===== src/hw/rtl/pfc_pkg.sv =====
// ----------------------------------------------------------------------------
// pfc_pkg: shared constants and helpers for the Playfair digraph cipher
// Letter codes, command codes, square geometry and cell arithmetic.
// ----------------------------------------------------------------------------
package pfc_pkg;

	localparam int LETTER_W = 5;
	localparam int CELL_W   = 5;
	localparam int GRID     = 5;
	localparam int CELLS    = GRID * GRID;
	localparam int ALPHA    = 26;

	localparam logic [LETTER_W-1:0] LETTER_I = 5'd8;
	localparam logic [LETTER_W-1:0] LETTER_J = 5'd9;
	localparam logic [LETTER_W-1:0] LETTER_X = 5'd23;
	localparam logic [LETTER_W-1:0] LETTER_Z = 5'd25;

	localparam logic [CELL_W-1:0] CELLS_C = 5'd25;

	typedef enum logic [1:0] {
		CMD_KEY    = 2'd0,
		CMD_FINISH = 2'd1,
		CMD_ENC    = 2'd2,
		CMD_DEC    = 2'd3
	} cmd_t;

	typedef logic [2:0] coord_t;

	// Row of a cell index below 25.
	function automatic coord_t cell_row(input logic [CELL_W-1:0] c);
		coord_t r;
		if (c >= 5'd20) r = 3'd4;
		else if (c >= 5'd15) r = 3'd3;
		else if (c >= 5'd10) r = 3'd2;
		else if (c >= 5'd5) r = 3'd1;
		else r = 3'd0;
		return r;
	endfunction

	// Column of a cell index below 25.
	function automatic coord_t cell_col(input logic [CELL_W-1:0] c);
		coord_t r;
		logic [CELL_W-1:0] base;
		r = cell_row(c);
		base = {r[2:0], 2'b00} + {2'b00, r};
		return coord_t'(c - base);
	endfunction

	// One step around the square, forward or backward, modulo five.
	function automatic coord_t coord_step(input coord_t v, input logic back);
		coord_t n;
		if (back) n = (v == 3'd0) ? 3'd4 : v - 3'd1;
		else n = (v == 3'd4) ? 3'd0 : v + 3'd1;
		return n;
	endfunction

	function automatic logic [CELL_W-1:0] cell_addr(input coord_t r, input coord_t c);
		return {r[2:0], 2'b00} + {2'b00, r} + {2'b00, c};
	endfunction

endpackage


===== src/hw/rtl/pfc_ram.sv =====
// ----------------------------------------------------------------------------
// pfc_ram: generic synchronous RAM
// One write port and two read ports, each read registered with its own enable.
// ----------------------------------------------------------------------------
module pfc_ram #(
	parameter int WIDTH = 8,
	parameter int DEPTH = 32,
	localparam int AW = (DEPTH > 1) ? $clog2(DEPTH) : 1
) (
	input  logic             clk,
	input  logic             wr_en,
	input  logic [AW-1:0]    wr_addr,
	input  logic [WIDTH-1:0] wr_data,
	input  logic             rd_en_a,
	input  logic [AW-1:0]    rd_addr_a,
	output logic [WIDTH-1:0] rd_data_a,
	input  logic             rd_en_b,
	input  logic [AW-1:0]    rd_addr_b,
	output logic [WIDTH-1:0] rd_data_b
);

	logic [WIDTH-1:0] mem_q [DEPTH];

	always_ff @(posedge clk) begin
		if (wr_en) begin
			mem_q[wr_addr] <= wr_data;
		end
		if (rd_en_a) begin
			rd_data_a <= mem_q[rd_addr_a];
		end
		if (rd_en_b) begin
			rd_data_b <= mem_q[rd_addr_b];
		end
	end

endmodule


===== src/hw/rtl/playfair_digraph_cipher.sv =====
// ----------------------------------------------------------------------------
// playfair_digraph_cipher: Playfair cipher on a 5x5 square without J
// Builds the key square from key words, then enciphers or deciphers letter
// pairs by the row, column and rectangle rules.
// ----------------------------------------------------------------------------
//  channel   direction  tdata[7:0]              tuser          tlast
//  s_axis    in         letter in [4:0]         cmd [1:0]      last
//  m_axis    out        out_letter in [4:0]     lower          out_last
//
//  A key word is placed as it is accepted. A finish word walks all 26
//  letters, one per cycle, while the input stalls. Each cipher pair passes
//  four steps: accept, letter-to-cell RAM read, square RAM read, output load;
//  a doubled plaintext letter with last produces a second pair.
//  A pair waits in the output load step until both previous result words
//  have left the two-entry output buffer. Reset clears all control state;
//  the two RAMs are written during key building and need no clearing.
// ----------------------------------------------------------------------------
module playfair_digraph_cipher (
	input  logic       clk,
	input  logic       arst_n,
	input  logic       s_axis_tvalid,
	output logic       s_axis_tready,
	input  logic [7:0] s_axis_tdata,   // [4:0] letter, [7:5] zero
	input  logic [1:0] s_axis_tuser,   // [1:0] cmd
	input  logic       s_axis_tlast,   // last
	output logic       m_axis_tvalid,
	input  logic       m_axis_tready,
	output logic [7:0] m_axis_tdata,   // [4:0] out_letter, [7:5] zero
	output logic       m_axis_tuser,   // [0] lower
	output logic       m_axis_tlast    // out_last
);

	localparam int LW = pfc_pkg::LETTER_W;
	localparam int CW = pfc_pkg::CELL_W;

	typedef enum logic [4:0] {
		ST_IDLE = 5'b00001,
		ST_FILL = 5'b00010,
		ST_CELL = 5'b00100,
		ST_SQ   = 5'b01000,
		ST_OUT  = 5'b10000
	} state_t;

	state_t state_q;

	logic [pfc_pkg::ALPHA-1:0] used_q;
	logic [CW-1:0]             fill_q;
	logic                      key_ready_q;
	logic                      held_v_q;
	logic [LW-1:0]             held_q;
	logic [LW-1:0]             fa_q;

	// Pair job.
	logic [LW-1:0] pa_q, pb_q, sec_q;
	logic          dec_q, fin_q, second_q;

	// Output buffer, slot 0 is at the port.
	logic [1:0]    ob_v_q;
	logic [LW-1:0] ob_letter_q [2];
	logic [1:0]    ob_last_q;
	logic          ob_lower_q;

	logic          acc;
	pfc_pkg::cmd_t cmd;
	logic [LW-1:0] lsat, lci;
	logic          is_dec;

	logic          place_en;
	logic [LW-1:0] place_letter;

	logic [CW-1:0] cell_a, cell_b;
	logic [CW-1:0] sq_x, sq_y;
	logic [CW-1:0] sq_addr_x, sq_addr_y;
	pfc_pkg::coord_t r1, c1, r2, c2;

	logic pop;

	assign s_axis_tready = (state_q == ST_IDLE);
	assign acc    = s_axis_tvalid && s_axis_tready;
	assign cmd    = pfc_pkg::cmd_t'(s_axis_tuser);
	assign lsat   = (s_axis_tdata[4:0] > pfc_pkg::LETTER_Z) ? pfc_pkg::LETTER_Z
	                                                        : s_axis_tdata[4:0];
	assign lci    = (lsat == pfc_pkg::LETTER_J) ? pfc_pkg::LETTER_I : lsat;
	assign is_dec = (cmd == pfc_pkg::CMD_DEC);

	// A letter takes the next free cell unless it is J, already placed, or the
	// square is full.
	always_comb begin
		place_letter = (state_q == ST_FILL) ? fa_q : lsat;
		place_en = 1'b0;
		if ((place_letter != pfc_pkg::LETTER_J) && !used_q[place_letter] &&
		    (fill_q < pfc_pkg::CELLS_C)) begin
			if (state_q == ST_FILL) begin
				place_en = 1'b1;
			end else if (acc && (cmd == pfc_pkg::CMD_KEY) && !key_ready_q) begin
				place_en = 1'b1;
			end
		end
	end

	pfc_ram #(
		.WIDTH(CW),
		.DEPTH(pfc_pkg::ALPHA)
	) u_cell_ram (
		.clk      (clk),
		.wr_en    (place_en),
		.wr_addr  (place_letter),
		.wr_data  (fill_q),
		.rd_en_a  (state_q == ST_CELL),
		.rd_addr_a(pa_q),
		.rd_data_a(cell_a),
		.rd_en_b  (state_q == ST_CELL),
		.rd_addr_b(pb_q),
		.rd_data_b(cell_b)
	);

	// Square addresses of the two result letters.
	always_comb begin
		r1 = pfc_pkg::cell_row(cell_a);
		c1 = pfc_pkg::cell_col(cell_a);
		r2 = pfc_pkg::cell_row(cell_b);
		c2 = pfc_pkg::cell_col(cell_b);
		if (r1 == r2) begin
			sq_addr_x = pfc_pkg::cell_addr(r1, pfc_pkg::coord_step(c1, dec_q));
			sq_addr_y = pfc_pkg::cell_addr(r2, pfc_pkg::coord_step(c2, dec_q));
		end else if (c1 == c2) begin
			sq_addr_x = pfc_pkg::cell_addr(pfc_pkg::coord_step(r1, dec_q), c1);
			sq_addr_y = pfc_pkg::cell_addr(pfc_pkg::coord_step(r2, dec_q), c2);
		end else begin
			sq_addr_x = pfc_pkg::cell_addr(r1, c2);
			sq_addr_y = pfc_pkg::cell_addr(r2, c1);
		end
	end

	pfc_ram #(
		.WIDTH(LW),
		.DEPTH(pfc_pkg::CELLS)
	) u_square_ram (
		.clk      (clk),
		.wr_en    (place_en),
		.wr_addr  (fill_q),
		.wr_data  (place_letter),
		.rd_en_a  (state_q == ST_SQ),
		.rd_addr_a(sq_addr_x),
		.rd_data_a(sq_x),
		.rd_en_b  (state_q == ST_SQ),
		.rd_addr_b(sq_addr_y),
		.rd_data_b(sq_y)
	);

	assign pop = m_axis_tvalid && m_axis_tready;

	always_ff @(posedge clk or negedge arst_n) begin
		if (!arst_n) begin
			state_q     <= ST_IDLE;
			used_q      <= '0;
			fill_q      <= '0;
			key_ready_q <= 1'b0;
			held_v_q    <= 1'b0;
			held_q      <= '0;
			fa_q        <= '0;
			second_q    <= 1'b0;
			ob_v_q      <= '0;
		end else begin
			if (place_en) begin
				used_q[place_letter] <= 1'b1;
				fill_q <= fill_q + 5'd1;
			end
			if (pop) begin
				ob_v_q <= {1'b0, ob_v_q[1]};
			end
			case (state_q)
				ST_IDLE: begin
					if (acc && !key_ready_q && (cmd == pfc_pkg::CMD_FINISH)) begin
						fa_q    <= '0;
						state_q <= ST_FILL;
					end else if (acc && key_ready_q &&
					             ((cmd == pfc_pkg::CMD_ENC) || (cmd == pfc_pkg::CMD_DEC))) begin
						if (held_v_q) begin
							if (!is_dec && (held_q == lci)) begin
								// Doubled plaintext: pad the held letter with X.
								second_q <= s_axis_tlast;
								held_v_q <= !s_axis_tlast;
								held_q   <= lci;
								state_q  <= ST_CELL;
							end else begin
								second_q <= 1'b0;
								held_v_q <= 1'b0;
								state_q  <= ST_CELL;
							end
						end else if (s_axis_tlast) begin
							second_q <= 1'b0;
							held_v_q <= 1'b0;
							state_q  <= ST_CELL;
						end else begin
							held_v_q <= 1'b1;
							held_q   <= lci;
						end
					end
				end
				ST_FILL: begin
					fa_q <= fa_q + 5'd1;
					if (fa_q == pfc_pkg::LETTER_Z) begin
						key_ready_q <= 1'b1;
						state_q     <= ST_IDLE;
					end
				end
				ST_CELL: begin
					state_q <= ST_SQ;
				end
				ST_SQ: begin
					state_q <= ST_OUT;
				end
				ST_OUT: begin
					if (!ob_v_q[0]) begin
						ob_v_q <= 2'b11;
						if (second_q) begin
							second_q <= 1'b0;
							state_q  <= ST_CELL;
						end else begin
							state_q <= ST_IDLE;
						end
					end
				end
				default: begin
					state_q <= ST_IDLE;
				end
			endcase
		end
	end

	// Pair job and output payload.
	always_ff @(posedge clk) begin
		if ((state_q == ST_IDLE) && acc) begin
			dec_q <= is_dec;
			sec_q <= lci;
			if (held_v_q) begin
				pa_q <= held_q;
				if (!is_dec && (held_q == lci)) begin
					pb_q  <= pfc_pkg::LETTER_X;
					fin_q <= 1'b0;
				end else begin
					pb_q  <= lci;
					fin_q <= s_axis_tlast;
				end
			end else begin
				pa_q  <= lci;
				pb_q  <= pfc_pkg::LETTER_X;
				fin_q <= 1'b1;
			end
		end
		if ((state_q == ST_OUT) && !ob_v_q[0]) begin
			ob_letter_q[0] <= sq_x;
			ob_letter_q[1] <= sq_y;
			ob_last_q      <= {fin_q, 1'b0};
			ob_lower_q     <= dec_q;
			if (second_q) begin
				pa_q  <= sec_q;
				pb_q  <= pfc_pkg::LETTER_X;
				fin_q <= 1'b1;
			end
		end else if (pop) begin
			ob_letter_q[0] <= ob_letter_q[1];
			ob_last_q      <= {1'b0, ob_last_q[1]};
		end
	end

	assign m_axis_tvalid = ob_v_q[0];
	assign m_axis_tdata  = {3'b000, ob_letter_q[0]};
	assign m_axis_tuser  = ob_lower_q;
	assign m_axis_tlast  = ob_last_q[0];

endmodule


===== config.mk =====
export PLATFORM = sky130hd
export DESIGN_NAME = playfair_digraph_cipher
export DESIGN_NICKNAME = d
export VERILOG_FILES = /design/src/hw/rtl/pfc_pkg.sv /design/src/hw/rtl/pfc_ram.sv /design/src/hw/rtl/playfair_digraph_cipher.sv
export SDC_FILE = /design/constraint.sdc
export NUM_CORES = 1
export LEC_CHECK = 0
export BUFFER_PORTS_ARGS = -buffer_cell sky130_fd_sc_hd__buf_2
export CAP_MARGIN = 40
export CORE_MARGIN = 1
export CORE_UTILIZATION = 55
export DETAILED_ROUTE_END_ITERATION = 12
export GPL_TIMING_DRIVEN = 0
export PLACE_DENSITY_LB_ADDON = 0.12
export SYNTH_ARGS = -nofsm -noshare
export SYNTH_HDL_FRONTEND = slang
export SYNTH_HIERARCHICAL = 1
export SYNTH_SLANG_ARGS = --single-unit

===== constraint.sdc =====
create_clock -name clk -period 7.1 [get_ports clk]
set_input_delay 1.42 -clock clk [delete_from_list [all_inputs] [get_ports clk]]
set_output_delay 1.42 -clock clk [all_outputs]
set_load 0.005 [all_outputs]

==> results of run 1 <==
-- per-stage QoR --
| step | cells | total power [µW] | setup slack (ns) | util [%] | cell area, µm² |
|---|---|---|---|---|---|
| after global routing | 1907 | 5150 | 0.306 | 63.0 | 20700 |
| after global placement | 1824 | 3010 | 0.607 | 58.4 | 19100 |
| final | 1907 | 5000 | 0.765 | 63.0 | 20700 |
| after detailed placement | 1839 | 3090 | 0.707 | 59.3 | 19400 |
| after floorplan | 1362 | 2820 | 1.90 | - | 18500 |
| after CTS | 1907 | 5030 | 0.693 | 63.0 | 20700 |
-- cell usage in the layout, fill, tap and decap left out, types with 14 or more instances in the layout --
master and instances:
inv_1 41, nand3_1 37, clkbuf_16 39, edfxtp_1 293
nand4_1 15, mux2_2 23, clkbuf_1 35, mux4_2 83
nor2b_1 15, dfrtp_1 50, mux2i_1 90, a22oi_1 27
buf_2 42, nor2_1 104, buf_4 17, o22ai_1 19
nand2_1 103, a31o_1 18, ha_1 38, a21o_1 14
a21oi_1 38, o21ai_0 34
-- critical path, cell delays in order, from the launching register on --
cell      delay, ns
edfxtp_1       0.48
o21a_1         0.30
nor2_1         0.63
inv_1          0.22
fa_1           0.47
xor2_1         0.18
xnor2_1        0.51
ha_1           0.26
nor2_1         0.06
a21oi_1        0.15
nor2_1         0.06
ha_1           0.21
fa_1           0.50
nor2_1         0.05
a31oi_1        0.17
buf_2          0.34
clkbuf_1       0.54
mux4_2         0.41
a22oi_1        0.28
o211ai_1       0.21
-- worst paths after layout --
kind	slack, ns	end	startpoint	cells after the start
max	0.77	u_square_ram/rd_data_b[1]$_DFFE_PP_	u_cell_ram/rd_data_b[2]$_DFFE_PP_	19
min	0.42	ob_letter_q[1][4]$_DFFE_PP_	u_square_ram/rd_data_b[4]$_DFFE_PP_	0
max reg2reg	0.77	u_square_ram/rd_data_b[1]$_DFFE_PP_	u_cell_ram/rd_data_b[2]$_DFFE_PP_	19
min reg2reg	0.42	ob_letter_q[1][4]$_DFFE_PP_	u_square_ram/rd_data_b[4]$_DFFE_PP_	0
max in group asynchronous	5.70	fill_q[2]$_DFFE_PN0P_	arst_n	2
min in group asynchronous	0.85	held_q[3]$_DFFE_PN0P_	arst_n	1
-- state kept, by name, summed over array words and instances (netlist names), 2 cells and up --
register,flops
u_cell_ram/rd_data_b,5
u_square_ram/rd_data_a,5
fill_q,5
u_cell_ram/mem_q,130
ob_v_q,2
ob_letter_q,10
fa_q,5
held_q,5
state_q,5
u_cell_ram/rd_data_a,5
u_square_ram/rd_data_b,5
sec_q,5
pa_q,5
pb_q,5
u_square_ram/mem_q,125
ob_last_q,2
used_q,26
-- cell families (layout without fill, tap and decap cells) --
logic type | count (synthesis) | count (layout) | share of synthesized area, %
other | 1 | 3 | 0.0203
XOR/XNOR | 28 | 28 | 1.45
multiplexers | 200 | 200 | 16.7
AND/OR/NAND/NOR | 367 | 367 | 9.77
flip-flops | 356 | 356 | 55.8
buffers and inverters | 117 | 220 | 3.13
adder cells (fa/ha/maj) | 49 | 49 | 3.72
AO/OA/AOI/OAI | 242 | 242 | 9.39
-- metal layers --
metal,track usage (%),vias to the layer above
met1,38.5,6062
met4,7.97,0
met2,45.5,455
met3,3.28,76
li1,-,5449
met5,0,-
-- power breakdown --
part           total (µW)  switching (µW)  internal [µW]
clock                1960             806           1150
combinational         550             321            229
sequential           2490            93.1           2400
-- cell type report --
cell class	instances	area (µm²)
well taps	442	553
fillers	2479	12100
flip-flops and latches	356	10300
plain buffers	73	414
repair buffers	35	357
clock inverters	23	228
clock buffers	45	998
inverters	44	165
multi-input cells	889	7620
==> impl_metrics.ini, run 1 <==
[run_status]
status = complete, no violations

[worst_setup_path]
critPathCaptureType = flop
path_max_fanout = 10
crit_type = reg -> reg
cp-start-kind = flop
crit_required_ns = 7.31
critPathArrivalTime_ns = 6.55

[final_layout]
drive_gt1_share_pct = 19.2
area_delta_synth_final_pct = 11.7
fin_nets = 1499
diodes = 0

[clocking]
clk_pin_slew_ns = 0.06
cts_tree = yes
worstSkewPairLatency_ns = 0.52
ctsHoldBuffers = 0
cts_made_buffers = 37
cts_sinks = 356
cts_setup_buffers = 0
cts_root_buf = clkbuf_16
clock_path_buffers = 3
ctsResizeCount = 0
h-tree-depth = 2

[routing]
dr_wl_met3_um = 2860
drt_iter0_drc = 1322
ant_nets = 0
dr.pass1.iters = 7
met1Wirelength_um = 19500
via_per_inst = 6.31
wirelength_um = 46100
drc = 0
wl_per_cell_um = 24.2
vias = 12000
route.top_layer_used = met4
dr_wl_met2_um = 22600

[grt]
grt_max_degree = 36
grt_pass1_vias = 11900
grt_pass1_wl_um = 70500
grt_use_total_pct = 27.6
grt_overflow_total = 0
antenna_found_initial = 0

[synthesis]
synth_common_cells = edfxtp_1 (293), nor2_1 (104), nand2_1 (103), mux2i_1 (90), mux4_2 (83)
yosysTopAreaCellShare_pct = 47.6
ys_async_sr_fraction_pct = 14.3
yosysMostFrequentCell = edfxtp_1
synth_area_leaders = edfxtp_1 (48%), mux4_2 (10%), dfrtp_1 (6.8%), mux2i_1 (4.9%), ha_1 (2.6%)
syn_area_um2 = 18500
synth_ff_type = edfxtp_1
synth_edf_count = 293
yosys_warnings = 6
synth-seq-cells = 356
syn-instance-count = 1360
ys_types = 96
yosysSeqAreaShare_pct = 55.8
yosysTopAreaCell = edfxtp_1
avgSynthCellArea_um2 = 13.6

[floorplan]
die_h_um = 185
io_pins = 27
num_rows = 66
die_area_um2 = 34300
start_util_pct = 56.4
core_area_um2 = 32800
die_w_um = 185

[pwr]
power.density_nw_per_um2 = 242
vdd_drop_max_mv = 0.343
leakage_uw = 0.00759

[sta]
finClkSkew_ns = 0.0245
period_minus_slack_ns = 6.33
timing.setup.tns_ns = 0
final-hold-violation-count = 0
setup_viol = 0
whs_ns = 0.421
maxSlewViolCount = 0
timing.fmax_ghz = 0.158
relSlewSlack_pct = 43.2
rsz0062_at_grt = no
finalCritPeriodShare_pct = 89.2
worstMarginPinSlew_ns = 0.853

[min_path]
hold_class = reg -> reg

[job]
cap_violations = 0

[placement]
port_buffers = 20
gp_congestion = 0.938
dpl.hpwl_um = 33800
No activity file was read; power rests on OpenSTA's default activity.
==> inputs of run 2 (changes only) <==
CORE_MARGIN = 3   (was 1)
==> run 2 against run 1 <==
  * Die area is 4.4% higher
  * Global-route usage is 1.1 points lower
  * Clock-buffer cell count is 11 higher
  * Flip-flop and latch count stayed put
  * Sequential share of layout area is 0.19 points lower
  * Combinational power is 2% higher
  * Via count is 0.60% higher
  * Setup slack worse by 0.13 ns
  * Maximum frequency is 2.0% lower
  * Clock power is 5% higher
  * Critical path type unchanged
  * Critical endpoint unchanged
==> impl_metrics.ini, run 2 (same netlist as run 1, synthesis figures left out) <==
[sta]
maxSlewViolCount = 0
relSlewSlack_pct = 43.3
timing.setup.tns_ns = 0
worstMarginPinSlew_ns = 0.851
finClkSkew_ns = 0.0139
final.setup.worst_slack_ns = 0.633
timing.fmax_ghz = 0.155
finalCritPeriodShare_pct = 91.1
final-hold-violation-count = 0
rsz0062_at_grt = no
setup_viol = 0
period_minus_slack_ns = 6.47

[routing]
drc = 0
wl_per_cell_um = 24.4
via_per_inst = 6.34
ant_nets = 0
vias = 12100
drt_iter0_drc = 1095
dr.pass1.iters = 5
wirelength_um = 46500

[run_status]
status = complete, no violations

[final_layout]
largest_register_ffs = 130
reg.largest.list = u_cell_ram/mem_q: 130 flops, u_square_ram/mem_q: 125 flops, used_q: 26 flops
area_delta_synth_final_pct = 12.1
final_cell_mix = edfxtp_1 (293), nor2_1 (104), nand2_1 (103)
fin_nets = 1502
layoutNonFillerInstCount = 1910
final_common_cell = edfxtp_1
drive_gt1_share_pct = 19.3
top_register = u_cell_ram/mem_q
diodes = 0
final_core_util_pct = 63.1
finalInstanceArea_um2 = 20700

[grt]
use_met2_pct = 44.2
grt_use_total_pct = 26.5
grt_max_degree = 36
gr-max-usage-layer = met2
grt_pass1_vias = 12000
grtUsageMet3_pct = 3.83
grt_overflow_total = 0
use_met1_pct = 36.4
grt_pass1_wl_um = 72100
antenna_found_initial = 0

[worst_setup_path]
critPathArrivalTime_ns = 6.70
cpMaxStageDelayCell = nor2_1
path_max_fanout = 10
slowest_delay_ns = 0.64
crit_required_ns = 7.33
critPathCaptureType = flop
crit_top_cell = nor2_1
worstPathCellList = o21a_1 -> nor2_1 -> inv_1 -> fa_1 -> xor2_1 -> xnor2_1 -> ha_1 -> nor2_1 -> a21oi_1 -> nor2_1 -> ha_1 -> fa_1 -> nor2_1 -> a31oi_1 -> buf_2 -> clkbuf_1 -> mux4_2 -> a22oi_1 -> o211ai_1
crit_type = reg -> reg
cp-start-kind = flop
rrSetupSlack_ns = 0.63

[pwr]
leakage_uw = 0.00763
vdd_drop_max_mv = 0.259
power.density_nw_per_um2 = 246

[placement]
dpl.hpwl_um = 34200
placed_cells = 1839
gp_congestion = 0.901
place_ws_ns = 0.659
port_buffers = 20
placed_area_um2 = 19400

[floorplan]
core_area_um2 = 32900
io_pins = 27
start_util_pct = 56.2
die_w_um = 189
num_rows = 66
die_area_um2 = 35800
die_h_um = 189

[clocking]
clock_path_buffers = 3
cts_root_buf = clkbuf_16
clk_pin_slew_ns = 0.06
cts_tree = yes
cts_setup_buffers = 0
cts_sinks = 356
h-tree-depth = 2
ctsHoldBuffers = 0
ctsResizeCount = 0
cts_made_buffers = 39
worstSkewPairLatency_ns = 0.53

[job]
cap_violations = 0

[min_path]
hold_class = reg -> reg
run 2: changes by cell type in the layout (fill, tap and decap cells not counted), sizes merged:
cell / previous run / this run
bufinv: 4 / 5
clkbuf: 76 / 88
clkinv: 15 / 6
inv: 46 / 45
run 2: power breakdown:
group          internal (µW)  total, µW  switching, µW
sequential              2400       2480           81.9
clock                   1250       2050            794
combinational            226        563            337
total                   3880       5090           1210
run 2: metal layers:
metal / wire length (µm) / share of wire (%) / vias to the layer above
li1: - / - / 5463
met4: 1540 / 3.3 / 0
met1: 19300 / 42 / 6090
met3: 2860 / 6.1 / 93
met2: 22800 / 49 / 468
met5: 0 / 0 / -
run 2: area by class of cell:
cell class | instances | area (µm²)
clock inverter | 14 | 205
inverter | 44 | 165
buffer | 73 | 414
sequential | 356 | 10300
fill | 2562 | 12100
tap | 442 | 553
multi-input combinational | 889 | 7620
clock buffer | 56 | 1090
timing repair buffer | 36 | 364
run 2: final timing paths:
check / start / end / cells after the start
max in group asynchronous: arst_n / used_q[10]$_DFFE_PN0P_ / 2
worst min-delay path: u_square_ram/rd_data_b[0]$_DFFE_PP_ / ob_letter_q[1][0]$_DFFE_PP_ / 0
worst max register to register: u_cell_ram/rd_data_b[2]$_DFFE_PP_ / u_square_ram/rd_data_b[1]$_DFFE_PP_ / 19
min in group asynchronous: arst_n / state_q[2]$_DFFE_PN0P_ / 1
worst min register to register: u_square_ram/rd_data_b[0]$_DFFE_PP_ / ob_letter_q[1][0]$_DFFE_PP_ / 0
worst max-delay path: u_cell_ram/rd_data_b[2]$_DFFE_PP_ / u_square_ram/rd_data_b[1]$_DFFE_PP_ / 19
run 2: metrics by stage:
stage               hold WS [ns]  total power [µW]
global route               0.429              5280
global placement           0.401              3010
finish                     0.420              5090
CTS                        0.420              5130
detailed placement         0.406              3080
floorplan                  0.400              2820
run 2: worst max-delay path, delay by kind of cell, from the launching register on:
kind,cells,cell delay [ns]
multiplexers,1,0.43
AO/OA/AOI/OAI,5,1.12
buffers and inverters,3,1.15
XOR/XNOR,2,0.73
adder cells (fa/ha/maj),4,1.41
flip-flops,1,0.51
AND/OR/NAND/NOR,4,0.81
